File: config.mk
export PLATFORM = sky130hd
export DESIGN_NAME = filtered_speed_pi_loop
export DESIGN_NICKNAME = d
export VERILOG_FILES = /design/src/sv/fsp_pkg.sv /design/src/sv/fsp_filter.sv /design/src/sv/fsp_integ.sv /design/src/sv/fsp_drive.sv /design/src/sv/filtered_speed_pi_loop.sv
export SDC_FILE = /design/constraint.sdc
export NUM_CORES = 2
export LEC_CHECK = 0
export BUFFER_PORTS_ARGS = -buffer_cell sky130_fd_sc_hd__buf_2
export CORE_MARGIN = 2
export CORE_UTILIZATION = 33
export DETAILED_ROUTE_END_ITERATION = 10
export GPL_ROUTABILITY_DRIVEN = 0
export PLACE_DENSITY = 0.46
export SYNTH_ARGS = -nofsm -noshare
export SYNTH_HDL_FRONTEND = slang
export SYNTH_HIERARCHICAL = 1
export SYNTH_SLANG_ARGS = --single-unit
File: constraint.sdc
create_clock -name aclk -period 21.6 [get_ports aclk]
set_clock_uncertainty 0.1 [all_clocks]
set_input_delay 1.08 -clock aclk [delete_from_list [all_inputs] [get_ports aclk]]
set_output_delay 1.08 -clock aclk [all_outputs]
set_load 0.02 [all_outputs]
File: src/sv/fsp_pkg.sv
`default_nettype none

package fsp_pkg;

    // field and datapath widths
    localparam int DATA_W   = 16;
    localparam int INOW_W   = 8;
    localparam int ACC_W    = 17;   // error and pre-clamp integral, never wrap
    localparam int PROD_W   = 33;   // 16 x 17 signed product
    localparam int SUM_W    = 34;
    localparam int DRV_W    = SUM_W - 8;
    localparam int FSUM_W   = 19;   // 3*old + 2*measured - remainder
    localparam int FMAG_W   = 18;

    localparam int DEADBAND = 6;

    // truncating divide by five: q = (x * DIV5_MUL) >> DIV5_SHIFT, exact for x < 2^19
    localparam int              DIV5_SHIFT = 21;
    localparam int              DIV5_MUL_W = 19;
    localparam logic [DIV5_MUL_W-1:0] DIV5_MUL = 19'd419431;
    localparam int              DIV5_PROD_W = FMAG_W + DIV5_MUL_W;

    // configuration register indexes
    localparam int         CFG_IDX_W   = 2;
    localparam logic [1:0] REG_KP      = 2'd0;
    localparam logic [1:0] REG_KI      = 2'd1;
    localparam logic [1:0] REG_OUT_MAX = 2'd2;
    localparam logic [1:0] REG_OUT_MIN = 2'd3;

    // beat after the filter stage
    typedef struct packed {
        logic signed [DATA_W-1:0] speed;
        logic signed [DATA_W-1:0] target;
    } filt_beat_t;

    // beat after the integral stage
    typedef struct packed {
        logic signed [ACC_W-1:0]  err;
        logic signed [ACC_W-1:0]  integ;
        logic signed [DATA_W-1:0] speed;
        logic        [INOW_W-1:0] integ_now;
    } integ_beat_t;

    // beat after the product stage
    typedef struct packed {
        logic signed [PROD_W-1:0] prod_p;
        logic signed [PROD_W-1:0] prod_i;
        logic signed [DATA_W-1:0] speed;
        logic        [INOW_W-1:0] integ_now;
    } prod_beat_t;

    // result beat
    typedef struct packed {
        logic signed [DATA_W-1:0] drive;
        logic signed [DATA_W-1:0] speed;
        logic        [INOW_W-1:0] integ_now;
    } out_beat_t;

    // x mod 5 for a 16-bit magnitude; 16 is 1 mod 5 so nibbles just add
    function automatic logic [2:0] mod5_u16(input logic [DATA_W-1:0] x);
        logic [5:0] s1;
        logic [4:0] s2;
        s1 = 6'(x[3:0]) + 6'(x[7:4]) + 6'(x[11:8]) + 6'(x[15:12]);
        s2 = 5'(s1[3:0]) + 5'(s1[5:4]);
        if (s2 >= 5'd10) begin
            s2 = s2 - 5'd10;
        end
        if (s2 >= 5'd5) begin
            s2 = s2 - 5'd5;
        end
        return s2[2:0];
    endfunction

    // trunc((5*trunc(3*old/5) + 2*meas) / 5), with 5*trunc(3*old/5) = 3*old - rem
    function automatic logic signed [DATA_W-1:0] filter_next(
        input logic signed [DATA_W-1:0] old,
        input logic signed [DATA_W-1:0] meas
    );
        logic [DATA_W-1:0]        old_mag;
        logic [2:0]               m5;
        logic [2:0]               rem_mag;
        logic signed [FSUM_W-1:0] s;
        logic [FMAG_W-1:0]        s_mag;
        logic [DIV5_PROD_W-1:0]   prod;
        logic [DATA_W-1:0]        q_mag;
        old_mag = old[DATA_W-1] ? (~old + 16'd1) : old;
        m5 = mod5_u16(old_mag);
        // remainder of 3*|old| by 5
        case (m5)
            3'd0:    rem_mag = 3'd0;
            3'd1:    rem_mag = 3'd3;
            3'd2:    rem_mag = 3'd1;
            3'd3:    rem_mag = 3'd4;
            3'd4:    rem_mag = 3'd2;
            default: rem_mag = 3'd0;
        endcase
        s = (FSUM_W'(old) <<< 1) + FSUM_W'(old) + (FSUM_W'(meas) <<< 1);
        if (old[DATA_W-1]) begin
            s = s + $signed({16'd0, rem_mag});
        end else begin
            s = s - $signed({16'd0, rem_mag});
        end
        s_mag = s[FSUM_W-1] ? FMAG_W'(-s) : FMAG_W'(s);
        prod  = DIV5_PROD_W'(s_mag) * DIV5_PROD_W'(DIV5_MUL);
        q_mag = DATA_W'(prod >> DIV5_SHIFT);
        return s[FSUM_W-1] ? DATA_W'(-$signed({1'b0, q_mag})) : $signed(q_mag);
    endfunction

endpackage

`default_nettype wire

File: src/sv/fsp_filter.sv
`default_nettype none

module fsp_filter
    import fsp_pkg::*;
(
    input  wire logic                     aclk,
    input  wire logic                     aresetn,
    input  wire logic                     in_valid,
    output logic                          in_ready,
    input  wire logic signed [DATA_W-1:0] measured,
    input  wire logic signed [DATA_W-1:0] target,
    output logic                          out_valid,
    input  wire logic                     out_ready,
    output filt_beat_t                    out_beat
);

    logic signed [DATA_W-1:0] speed_reg;
    logic signed [DATA_W-1:0] speed_next;
    logic                     valid_reg;
    logic                     valid_next;
    filt_beat_t               beat_reg;
    logic                     accept;

    assign in_ready = !valid_reg || out_ready;
    assign accept   = in_valid && in_ready;

    // low-pass recurrence, one divide by five per beat
    always_comb begin
        speed_next = filter_next(speed_reg, measured);
    end

    always_comb begin
        if (accept) begin
            valid_next = 1'b1;
        end else if (out_ready) begin
            valid_next = 1'b0;
        end else begin
            valid_next = valid_reg;
        end
    end

    // filter state and stage control
    always_ff @(posedge aclk) begin
        if (!aresetn) begin
            speed_reg <= '0;
            valid_reg <= 1'b0;
        end else begin
            valid_reg <= valid_next;
            if (accept) begin
                speed_reg <= speed_next;
            end
        end
    end

    // stage payload
    always_ff @(posedge aclk) begin
        if (accept) begin
            beat_reg.speed  <= speed_next;
            beat_reg.target <= target;
        end
    end

    assign out_valid = valid_reg;
    assign out_beat  = beat_reg;

endmodule

`default_nettype wire

File: src/sv/fsp_integ.sv
`default_nettype none

module fsp_integ
    import fsp_pkg::*;
#(
    parameter int INTEGRAL_LIMIT = 70
) (
    input  wire logic        aclk,
    input  wire logic        aresetn,
    input  wire logic        in_valid,
    output logic             in_ready,
    input  wire filt_beat_t  in_beat,
    output logic             out_valid,
    input  wire logic        out_ready,
    output integ_beat_t      out_beat
);

    localparam int INTEG_W = $clog2(INTEGRAL_LIMIT + 1) + 1;
    localparam logic signed [ACC_W-1:0] LIMIT  = ACC_W'(INTEGRAL_LIMIT);
    localparam logic signed [ACC_W-1:0] DB_HI  = ACC_W'(DEADBAND);
    localparam logic signed [ACC_W-1:0] DB_LO  = -ACC_W'(DEADBAND);

    logic signed [INTEG_W-1:0] integ_reg;
    logic signed [INTEG_W-1:0] integ_next;
    logic                      valid_reg;
    logic                      valid_next;
    integ_beat_t               beat_reg;
    integ_beat_t               beat_next;
    logic                      accept;
    logic signed [ACC_W-1:0]   err;
    logic signed [ACC_W-1:0]   isum;
    logic signed [ACC_W-1:0]   iclamp;
    logic                      dead;

    assign in_ready = !valid_reg || out_ready;
    assign accept   = in_valid && in_ready;

    // error, deadband and integral update
    always_comb begin
        err  = ACC_W'(in_beat.speed) - ACC_W'(in_beat.target);
        isum = ACC_W'(in_beat.speed) + ACC_W'(integ_reg);
        dead = (err >= DB_LO) && (err <= DB_HI);
        beat_next.err   = dead ? '0 : err;
        beat_next.integ = dead ? '0 : isum;
        beat_next.speed = in_beat.speed;
        // clamp only after the drive operand is taken
        if (beat_next.integ > LIMIT) begin
            iclamp = LIMIT;
        end else if (beat_next.integ < -LIMIT) begin
            iclamp = -LIMIT;
        end else begin
            iclamp = beat_next.integ;
        end
        beat_next.integ_now = iclamp[INOW_W-1:0];
        integ_next = INTEG_W'(iclamp);
    end

    always_comb begin
        if (accept) begin
            valid_next = 1'b1;
        end else if (out_ready) begin
            valid_next = 1'b0;
        end else begin
            valid_next = valid_reg;
        end
    end

    // integral state and stage control
    always_ff @(posedge aclk) begin
        if (!aresetn) begin
            integ_reg <= '0;
            valid_reg <= 1'b0;
        end else begin
            valid_reg <= valid_next;
            if (accept) begin
                integ_reg <= integ_next;
            end
        end
    end

    // stage payload
    always_ff @(posedge aclk) begin
        if (accept) begin
            beat_reg <= beat_next;
        end
    end

    assign out_valid = valid_reg;
    assign out_beat  = beat_reg;

`ifndef SYNTH
    // stored integral never leaves the clamp window
    a_integ_in_limit: assert property (@(posedge aclk) disable iff (!aresetn)
        (ACC_W'(integ_reg) <= LIMIT) && (ACC_W'(integ_reg) >= -LIMIT))
        else $error("integral state outside limit");

    // zero error only comes from the deadband, which also zeroes the integral
    a_dead_zeroes_integ: assert property (@(posedge aclk) disable iff (!aresetn)
        (valid_reg && beat_reg.err == '0) |-> (beat_reg.integ == '0))
        else $error("deadband beat with nonzero integral");

    // a surviving error lies outside the deadband
    a_err_outside_band: assert property (@(posedge aclk) disable iff (!aresetn)
        (valid_reg && beat_reg.err != '0)
            |-> ((beat_reg.err > DB_HI) || (beat_reg.err < DB_LO)))
        else $error("error inside deadband passed through");
`endif

endmodule

`default_nettype wire

File: src/sv/fsp_drive.sv
`default_nettype none

module fsp_drive
    import fsp_pkg::*;
(
    input  wire logic                     aclk,
    input  wire logic                     aresetn,
    input  wire logic signed [DATA_W-1:0] kp,
    input  wire logic signed [DATA_W-1:0] ki,
    input  wire logic signed [DATA_W-1:0] out_max,
    input  wire logic signed [DATA_W-1:0] out_min,
    input  wire logic                     in_valid,
    output logic                          in_ready,
    input  wire integ_beat_t              in_beat,
    output logic                          out_valid,
    input  wire logic                     out_ready,
    output out_beat_t                     out_beat
);

    logic        prod_valid_reg;
    logic        prod_valid_next;
    logic        out_valid_reg;
    logic        out_valid_next;
    logic        prod_ready;
    logic        res_ready;
    logic        prod_accept;
    logic        res_accept;
    prod_beat_t  prod_reg;
    prod_beat_t  prod_next;
    out_beat_t   res_reg;
    out_beat_t   res_next;

    logic signed [SUM_W-1:0] sum;
    logic signed [DRV_W-1:0] shifted;
    logic signed [DRV_W-1:0] hi_clamped;
    logic signed [DRV_W-1:0] lo_clamped;
    logic signed [DRV_W-1:0] max_ext;
    logic signed [DRV_W-1:0] min_ext;

    // ready chain from the result register back
    assign res_ready   = !out_valid_reg || out_ready;
    assign prod_ready  = !prod_valid_reg || res_ready;
    assign in_ready    = prod_ready;
    assign prod_accept = in_valid && prod_ready;
    assign res_accept  = prod_valid_reg && res_ready;

    // gain products
    always_comb begin
        prod_next.prod_p    = PROD_W'(kp) * PROD_W'(in_beat.err);
        prod_next.prod_i    = PROD_W'(ki) * PROD_W'(in_beat.integ);
        prod_next.speed     = in_beat.speed;
        prod_next.integ_now = in_beat.integ_now;
    end

    // pi sum, floor shift by 8, upper then lower clamp
    always_comb begin
        sum        = SUM_W'(prod_reg.prod_p) + SUM_W'(prod_reg.prod_i);
        shifted    = sum[SUM_W-1:8];
        max_ext    = DRV_W'(out_max);
        min_ext    = DRV_W'(out_min);
        hi_clamped = (shifted > max_ext) ? max_ext : shifted;
        lo_clamped = (hi_clamped < min_ext) ? min_ext : hi_clamped;
        res_next.drive     = lo_clamped[DATA_W-1:0];
        res_next.speed     = prod_reg.speed;
        res_next.integ_now = prod_reg.integ_now;
    end

    always_comb begin
        if (prod_accept) begin
            prod_valid_next = 1'b1;
        end else if (res_ready) begin
            prod_valid_next = 1'b0;
        end else begin
            prod_valid_next = prod_valid_reg;
        end
        if (res_accept) begin
            out_valid_next = 1'b1;
        end else if (out_ready) begin
            out_valid_next = 1'b0;
        end else begin
            out_valid_next = out_valid_reg;
        end
    end

    // stage control
    always_ff @(posedge aclk) begin
        if (!aresetn) begin
            prod_valid_reg <= 1'b0;
            out_valid_reg  <= 1'b0;
        end else begin
            prod_valid_reg <= prod_valid_next;
            out_valid_reg  <= out_valid_next;
        end
    end

    // stage payloads
    always_ff @(posedge aclk) begin
        if (prod_accept) begin
            prod_reg <= prod_next;
        end
        if (res_accept) begin
            res_reg <= res_next;
        end
    end

    assign out_valid = out_valid_reg;
    assign out_beat  = res_reg;

endmodule

`default_nettype wire

File: src/sv/filtered_speed_pi_loop.sv
// channel   | ports                                              | dir
// ----------+----------------------------------------------------+-----
// input     | s_valid s_ready s_measured_speed s_target_speed    | in
// result    | m_valid m_ready m_drive_out m_speed_filtered       | out
//           | m_integral_now                                     |
// config    | cfg_wr_en cfg_index cfg_wdata                      | in
//
// four-stage pipeline: filter, integral, gain products, sum and clamp
// one beat per cycle while the result channel does not stall
// the filter and integral recurrences each close within their own stage
// stalls on m_ready back up stage by stage; bubbles are filled while stalled
// aresetn clears filter state, integral and stage valids; gains go to zero,
// clamps to the full 16-bit range
`default_nettype none

module filtered_speed_pi_loop
    import fsp_pkg::*;
#(
    parameter int INTEGRAL_LIMIT = 70
) (
    input  wire logic                        aclk,
    input  wire logic                        aresetn,
    input  wire logic                        s_valid,
    output logic                             s_ready,
    input  wire logic signed [DATA_W-1:0]    s_measured_speed,
    input  wire logic signed [DATA_W-1:0]    s_target_speed,
    output logic                             m_valid,
    input  wire logic                        m_ready,
    output logic signed [DATA_W-1:0]         m_drive_out,
    output logic signed [DATA_W-1:0]         m_speed_filtered,
    output logic signed [INOW_W-1:0]         m_integral_now,
    input  wire logic                        cfg_wr_en,
    input  wire logic [CFG_IDX_W-1:0]        cfg_index,
    input  wire logic [DATA_W-1:0]           cfg_wdata
);

    logic signed [DATA_W-1:0] kp_reg;
    logic signed [DATA_W-1:0] ki_reg;
    logic signed [DATA_W-1:0] out_max_reg;
    logic signed [DATA_W-1:0] out_min_reg;

    logic        filt_valid;
    logic        filt_ready;
    filt_beat_t  filt_beat;
    logic        integ_valid;
    logic        integ_ready;
    integ_beat_t integ_beat;
    out_beat_t   res_beat;

    // configuration registers
    always_ff @(posedge aclk) begin
        if (!aresetn) begin
            kp_reg      <= '0;
            ki_reg      <= '0;
            out_max_reg <= 16'sh7FFF;
            out_min_reg <= 16'sh8000;
        end else if (cfg_wr_en) begin
            case (cfg_index)
                REG_KP:      kp_reg      <= cfg_wdata;
                REG_KI:      ki_reg      <= cfg_wdata;
                REG_OUT_MAX: out_max_reg <= cfg_wdata;
                REG_OUT_MIN: out_min_reg <= cfg_wdata;
                default: ;
            endcase
        end
    end

    fsp_filter u_filter (
        .aclk      (aclk),
        .aresetn   (aresetn),
        .in_valid  (s_valid),
        .in_ready  (s_ready),
        .measured  (s_measured_speed),
        .target    (s_target_speed),
        .out_valid (filt_valid),
        .out_ready (filt_ready),
        .out_beat  (filt_beat)
    );

    fsp_integ #(
        .INTEGRAL_LIMIT (INTEGRAL_LIMIT)
    ) u_integ (
        .aclk      (aclk),
        .aresetn   (aresetn),
        .in_valid  (filt_valid),
        .in_ready  (filt_ready),
        .in_beat   (filt_beat),
        .out_valid (integ_valid),
        .out_ready (integ_ready),
        .out_beat  (integ_beat)
    );

    fsp_drive u_drive (
        .aclk      (aclk),
        .aresetn   (aresetn),
        .kp        (kp_reg),
        .ki        (ki_reg),
        .out_max   (out_max_reg),
        .out_min   (out_min_reg),
        .in_valid  (integ_valid),
        .in_ready  (integ_ready),
        .in_beat   (integ_beat),
        .out_valid (m_valid),
        .out_ready (m_ready),
        .out_beat  (res_beat)
    );

    assign m_drive_out      = res_beat.drive;
    assign m_speed_filtered = res_beat.speed;
    assign m_integral_now   = res_beat.integ_now;

`ifndef SYNTH
    // input back-pressure only when every stage is full and the output stalls
    a_stall_means_full: assert property (@(posedge aclk) disable iff (!aresetn)
        !s_ready |-> (m_valid && !m_ready && integ_valid && filt_valid))
        else $error("input stalled with a free stage");
`endif

endmodule

`default_nettype wire

==> flow_summary.json <==
{
  "numCtsBuffers": 35,
  "critPathArrivalTime_ns": 17.54,
  "num-nets-final": 5871,
  "post-place-ws_ns": 4.44,
  "layout_common_cells": "sky130_fd_sc_hd__inv_1 (896), sky130_fd_sc_hd__fa_1 (679), sky130_fd_sc_hd__nand2_1 (511), sky130_fd_sc_hd__ha_1 (460), sky130_fd_sc_hd__and2_1 (229)",
  "area_growth_pct": 7.91,
  "drive_above_1_share": 0.0634,
  "detail_route.wl_per_cell_um": 19.1,
  "ys_top_cells_by_area": "sky130_fd_sc_hd__fa_1 (30%), sky130_fd_sc_hd__edfxtp_1 (15%), sky130_fd_sc_hd__ha_1 (13%)",
  "detailedRoute.firstPassIterationCount": 7,
  "postLayoutSetupSlackWorst_ns": 4.42,
  "number_of_global_route_vias_before_repair": 33500,
  "timing.setup.tns_ns": 0,
  "critPathBufInv": 6,
  "crit_cells": 60,
  "synth_top_cell_area_share": 0.301,
  "report.final.slew_viol_count": 0,
  "fill_cells": 14000,
  "post_cts_hold_buffer_count": 0,
  "crit_path_top_delay_cell": "sky130_fd_sc_hd__and2_1",
  "run_status": "completed",
  "floorplan.initialDensity": 0.333,
  "max_stage_delay_on_crit_path_ns": 0.77,
  "ys_seq_elements": 312,
  "drt_iter0_markers": 1675,
  "asyncSetResetFlopFracSynth": 0,
  "number_of_setup_violations_in_the_final_report": 0,
  "finalCriticalPeriod_ns": 17.18,
  "worstPathRequired_ns": 21.96,
  "netlist-cell-type-count": 125,
  "post_synth_inst_count": 4643,
  "critical-path-top-cell-by-count": "sky130_fd_sc_hd__ha_1",
  "achievable-frequency_mhz": 58.2,
  "max_reg_flops": 90,
  "buffer_depth_of_the_longest_clock_path": 3,
  "worst_setup_path_end_kind": "flip-flop",
  "root_buffer_master": "sky130_fd_sc_hd__clkbuf_16",
  "r2r.worst_path.cells": 60,
  "crit_path_max_fanout": 21,
  "largest_net_degree_at_the_start_of_global_routing": 82,
  "fin_worst_hold_slack_ns": 0.318,
  "io_pins": 97,
  "cts_tree": "yes",
  "numClockSinks": 312,
  "grt_pass1_wl_mm": 196,
  "final_cell_area_um2": 48800,
  "die_extent_in_y_um": 374,
  "mostFrequentLayoutCell": "sky130_fd_sc_hd__inv_1",
  "setup.reg_to_reg.worst_slack_ns": 4.42,
  "wirelength_mm": 124,
  "cell_depth_of_the_worst_hold_path": 0,
  "htree_levels": 2,
  "cts.repair.resized": 0,
  "critical_path.reg2reg.startpoint": "u_filter/speed_reg[0]",
  "critPathTopFamily": "adder cells",
  "dieWidth_um": 374,
  "timing.rr.end": "u_filter/speed_reg[15]",
  "synth-main-ff-cell": "sky130_fd_sc_hd__edfxtp_1",
  "critPathLaunchType": "flip-flop",
  "drt.antenna.violating_nets": 0,
  "antenna_found_initial": 5,
  "synth.cell_area_um2": 45200,
  "dieArea_um2": 140000,
  "worst_setup_hold_path_clk_slew_ns": 0.06,
  "criticalPathCategory": "flip-flop to flip-flop",
  "tightest_slew_ns": 1.15,
  "timing.hold.worst.class": "flip-flop to flip-flop",
  "max_cap_violations": 0,
  "via_count": 31600,
  "min_delay_worst_endpoint": "u_drive/prod_reg[15]",
  "synth.net_count": 5837,
  "global_route.usage.total": 0.179,
  "hold_start": "u_integ/out_beat[15]",
  "timing.final.hold_violations": 0,
  "placed_cell_area_um2": 47600,
  "yosys.area.top_type": "sky130_fd_sc_hd__fa_1",
  "ys_warn_count": 6,
  "slew_headroom": 0.234,
  "clock_latency_ns": 0.57,
  "postCtsSetupBuffers": 0,
  "placement.io_buffers": 96,
  "rsz_0062_raised_after_global_routing": "no",
  "via_per_inst": 4.87,
  "detailed_place_hpwl_mm": 102,
  "rows": 135,
  "synth_area_per_cell_um2": 9.74,
  "final_min_period_over_clock_period": 0.795,
  "remaining_drcs": 0,
  "synth-seq-area-share": 0.187,
  "placeableCoreArea_um2": 136000,
  "gr-total-overflow": 0,
  "synth_enable_flop_cells": 220
}
[logic make-up after synthesis]
| logic type | count (synthesis) | share of synthesized area |
|---|---|---|
| AND/OR/NAND/NOR | 1231 | 0.137 |
| adder cells (fa/ha/maj) | 1139 | 0.428 |
| buffers and inverters | 1032 | 0.0877 |
| AO/OA/AOI/OAI | 628 | 0.0965 |
| flip-flops | 312 | 0.187 |
| XOR/XNOR | 209 | 0.0415 |
| multiplexers | 92 | 0.0221 |
[worst reg2reg max path: cells and delay by family, from the launching register on]
kind | cells | cell delay, ns
AND/OR/NAND/NOR | 13 | 3.57
AO/OA/AOI/OAI | 17 | 4.10
adder cells (fa/ha/maj) | 18 | 6.70
multiplexers | 1 | 0.31
XOR/XNOR | 5 | 1.45
buffers and inverters | 6 | 0.46
flip-flops | 1 | 0.39
[cells in the mapped netlist (6+ instances only)]
cell type / count
sky130_fd_sc_hd__and3_1: 18
sky130_fd_sc_hd__nand4_1: 30
sky130_fd_sc_hd__edfxtp_1: 220
sky130_fd_sc_hd__dfxtp_1: 92
sky130_fd_sc_hd__nor2b_1: 24
sky130_fd_sc_hd__a211oi_1: 26
sky130_fd_sc_hd__mux2_4: 9
sky130_fd_sc_hd__xnor2_1: 137
sky130_fd_sc_hd__xor2_1: 67
sky130_fd_sc_hd__nand2_1: 511
sky130_fd_sc_hd__a221oi_1: 6
sky130_fd_sc_hd__o21ba_2: 6
sky130_fd_sc_hd__a21boi_0: 7
sky130_fd_sc_hd__o31ai_1: 19
sky130_fd_sc_hd__buf_2: 12
sky130_fd_sc_hd__buf_4: 6
sky130_fd_sc_hd__inv_1: 897
sky130_fd_sc_hd__a31oi_1: 15
sky130_fd_sc_hd__o21bai_1: 29
sky130_fd_sc_hd__a21oi_1: 170
sky130_fd_sc_hd__clkbuf_1: 108
sky130_fd_sc_hd__o31a_1: 7
sky130_fd_sc_hd__mux2i_1: 58
sky130_fd_sc_hd__o21ai_0: 92
sky130_fd_sc_hd__o21ai_1: 7
sky130_fd_sc_hd__nand2b_1: 61
sky130_fd_sc_hd__or2_2: 7
sky130_fd_sc_hd__nand3_1: 57
sky130_fd_sc_hd__and2_1: 230
sky130_fd_sc_hd__o211ai_1: 33
sky130_fd_sc_hd__o22ai_1: 6
sky130_fd_sc_hd__a2111oi_0: 6
sky130_fd_sc_hd__or3_1: 19
sky130_fd_sc_hd__nor3_1: 45
sky130_fd_sc_hd__nor2_1: 154
sky130_fd_sc_hd__a41oi_1: 8
sky130_fd_sc_hd__nand4b_1: 18
sky130_fd_sc_hd__or4_1: 6
sky130_fd_sc_hd__fa_1: 679
sky130_fd_sc_hd__a21o_1: 79
sky130_fd_sc_hd__ha_1: 460
sky130_fd_sc_hd__mux2_2: 25
sky130_fd_sc_hd__o21a_1: 26
[worst max path at each step]
| stage | start | to | slack (ns) |
|---|---|---|---|
| after CTS | u_filter/speed_reg[0] | u_filter/speed_reg[15] | 4.38 |
| after global routing | u_filter/speed_reg[0] | u_filter/speed_reg[15] | 2.98 |
| final | u_filter/speed_reg[0] | u_filter/speed_reg[15] | 4.42 |
| after detailed placement | u_filter/speed_reg[0] | u_filter/speed_reg[15] | 4.44 |
| after global placement | u_filter/speed_reg[0] | u_filter/speed_reg[15] | 4.74 |
| after floorplan | u_filter/speed_reg[0] | u_filter/speed_reg[15] | 6.47 |
[per-layer routing]
| metal | up-vias | routed length [um] | track usage |
|---|---|---|---|
| li1 | 15100 | - | - |
| met1 | 15900 | 56500 | 0.242 |
| met2 | 499 | 61500 | 0.314 |
| met3 | 93 | 3660 | 0.0160 |
| met4 | 0 | 2160 | 0.0332 |
| met5 | - | 0 | 0 |
[area by class of cell]
type,count,area (um2),area share
Sequential cell,312,8450,0.173
Clock inverter,21,256,0.00526
Inverter,898,3370,0.0691
Multi-Input combinational cell,3299,32800,0.673
Tap cell,1781,2230,0.0457
Antenna cell,1,2.50,0.0000513
Timing Repair Buffer,131,746,0.0153
Clock buffer,42,922,0.0189
[metrics by stage]
step,instances,utilization
after global routing,6484,0.359
after detailed placement,6421,0.351
after global placement,6421,0.351
after CTS,6484,0.359
final,6485,0.359
after floorplan,4643,-
Power is not shown: default switching activity piles up to over one toggle a cycle in this logic, so the estimate is an artifact.
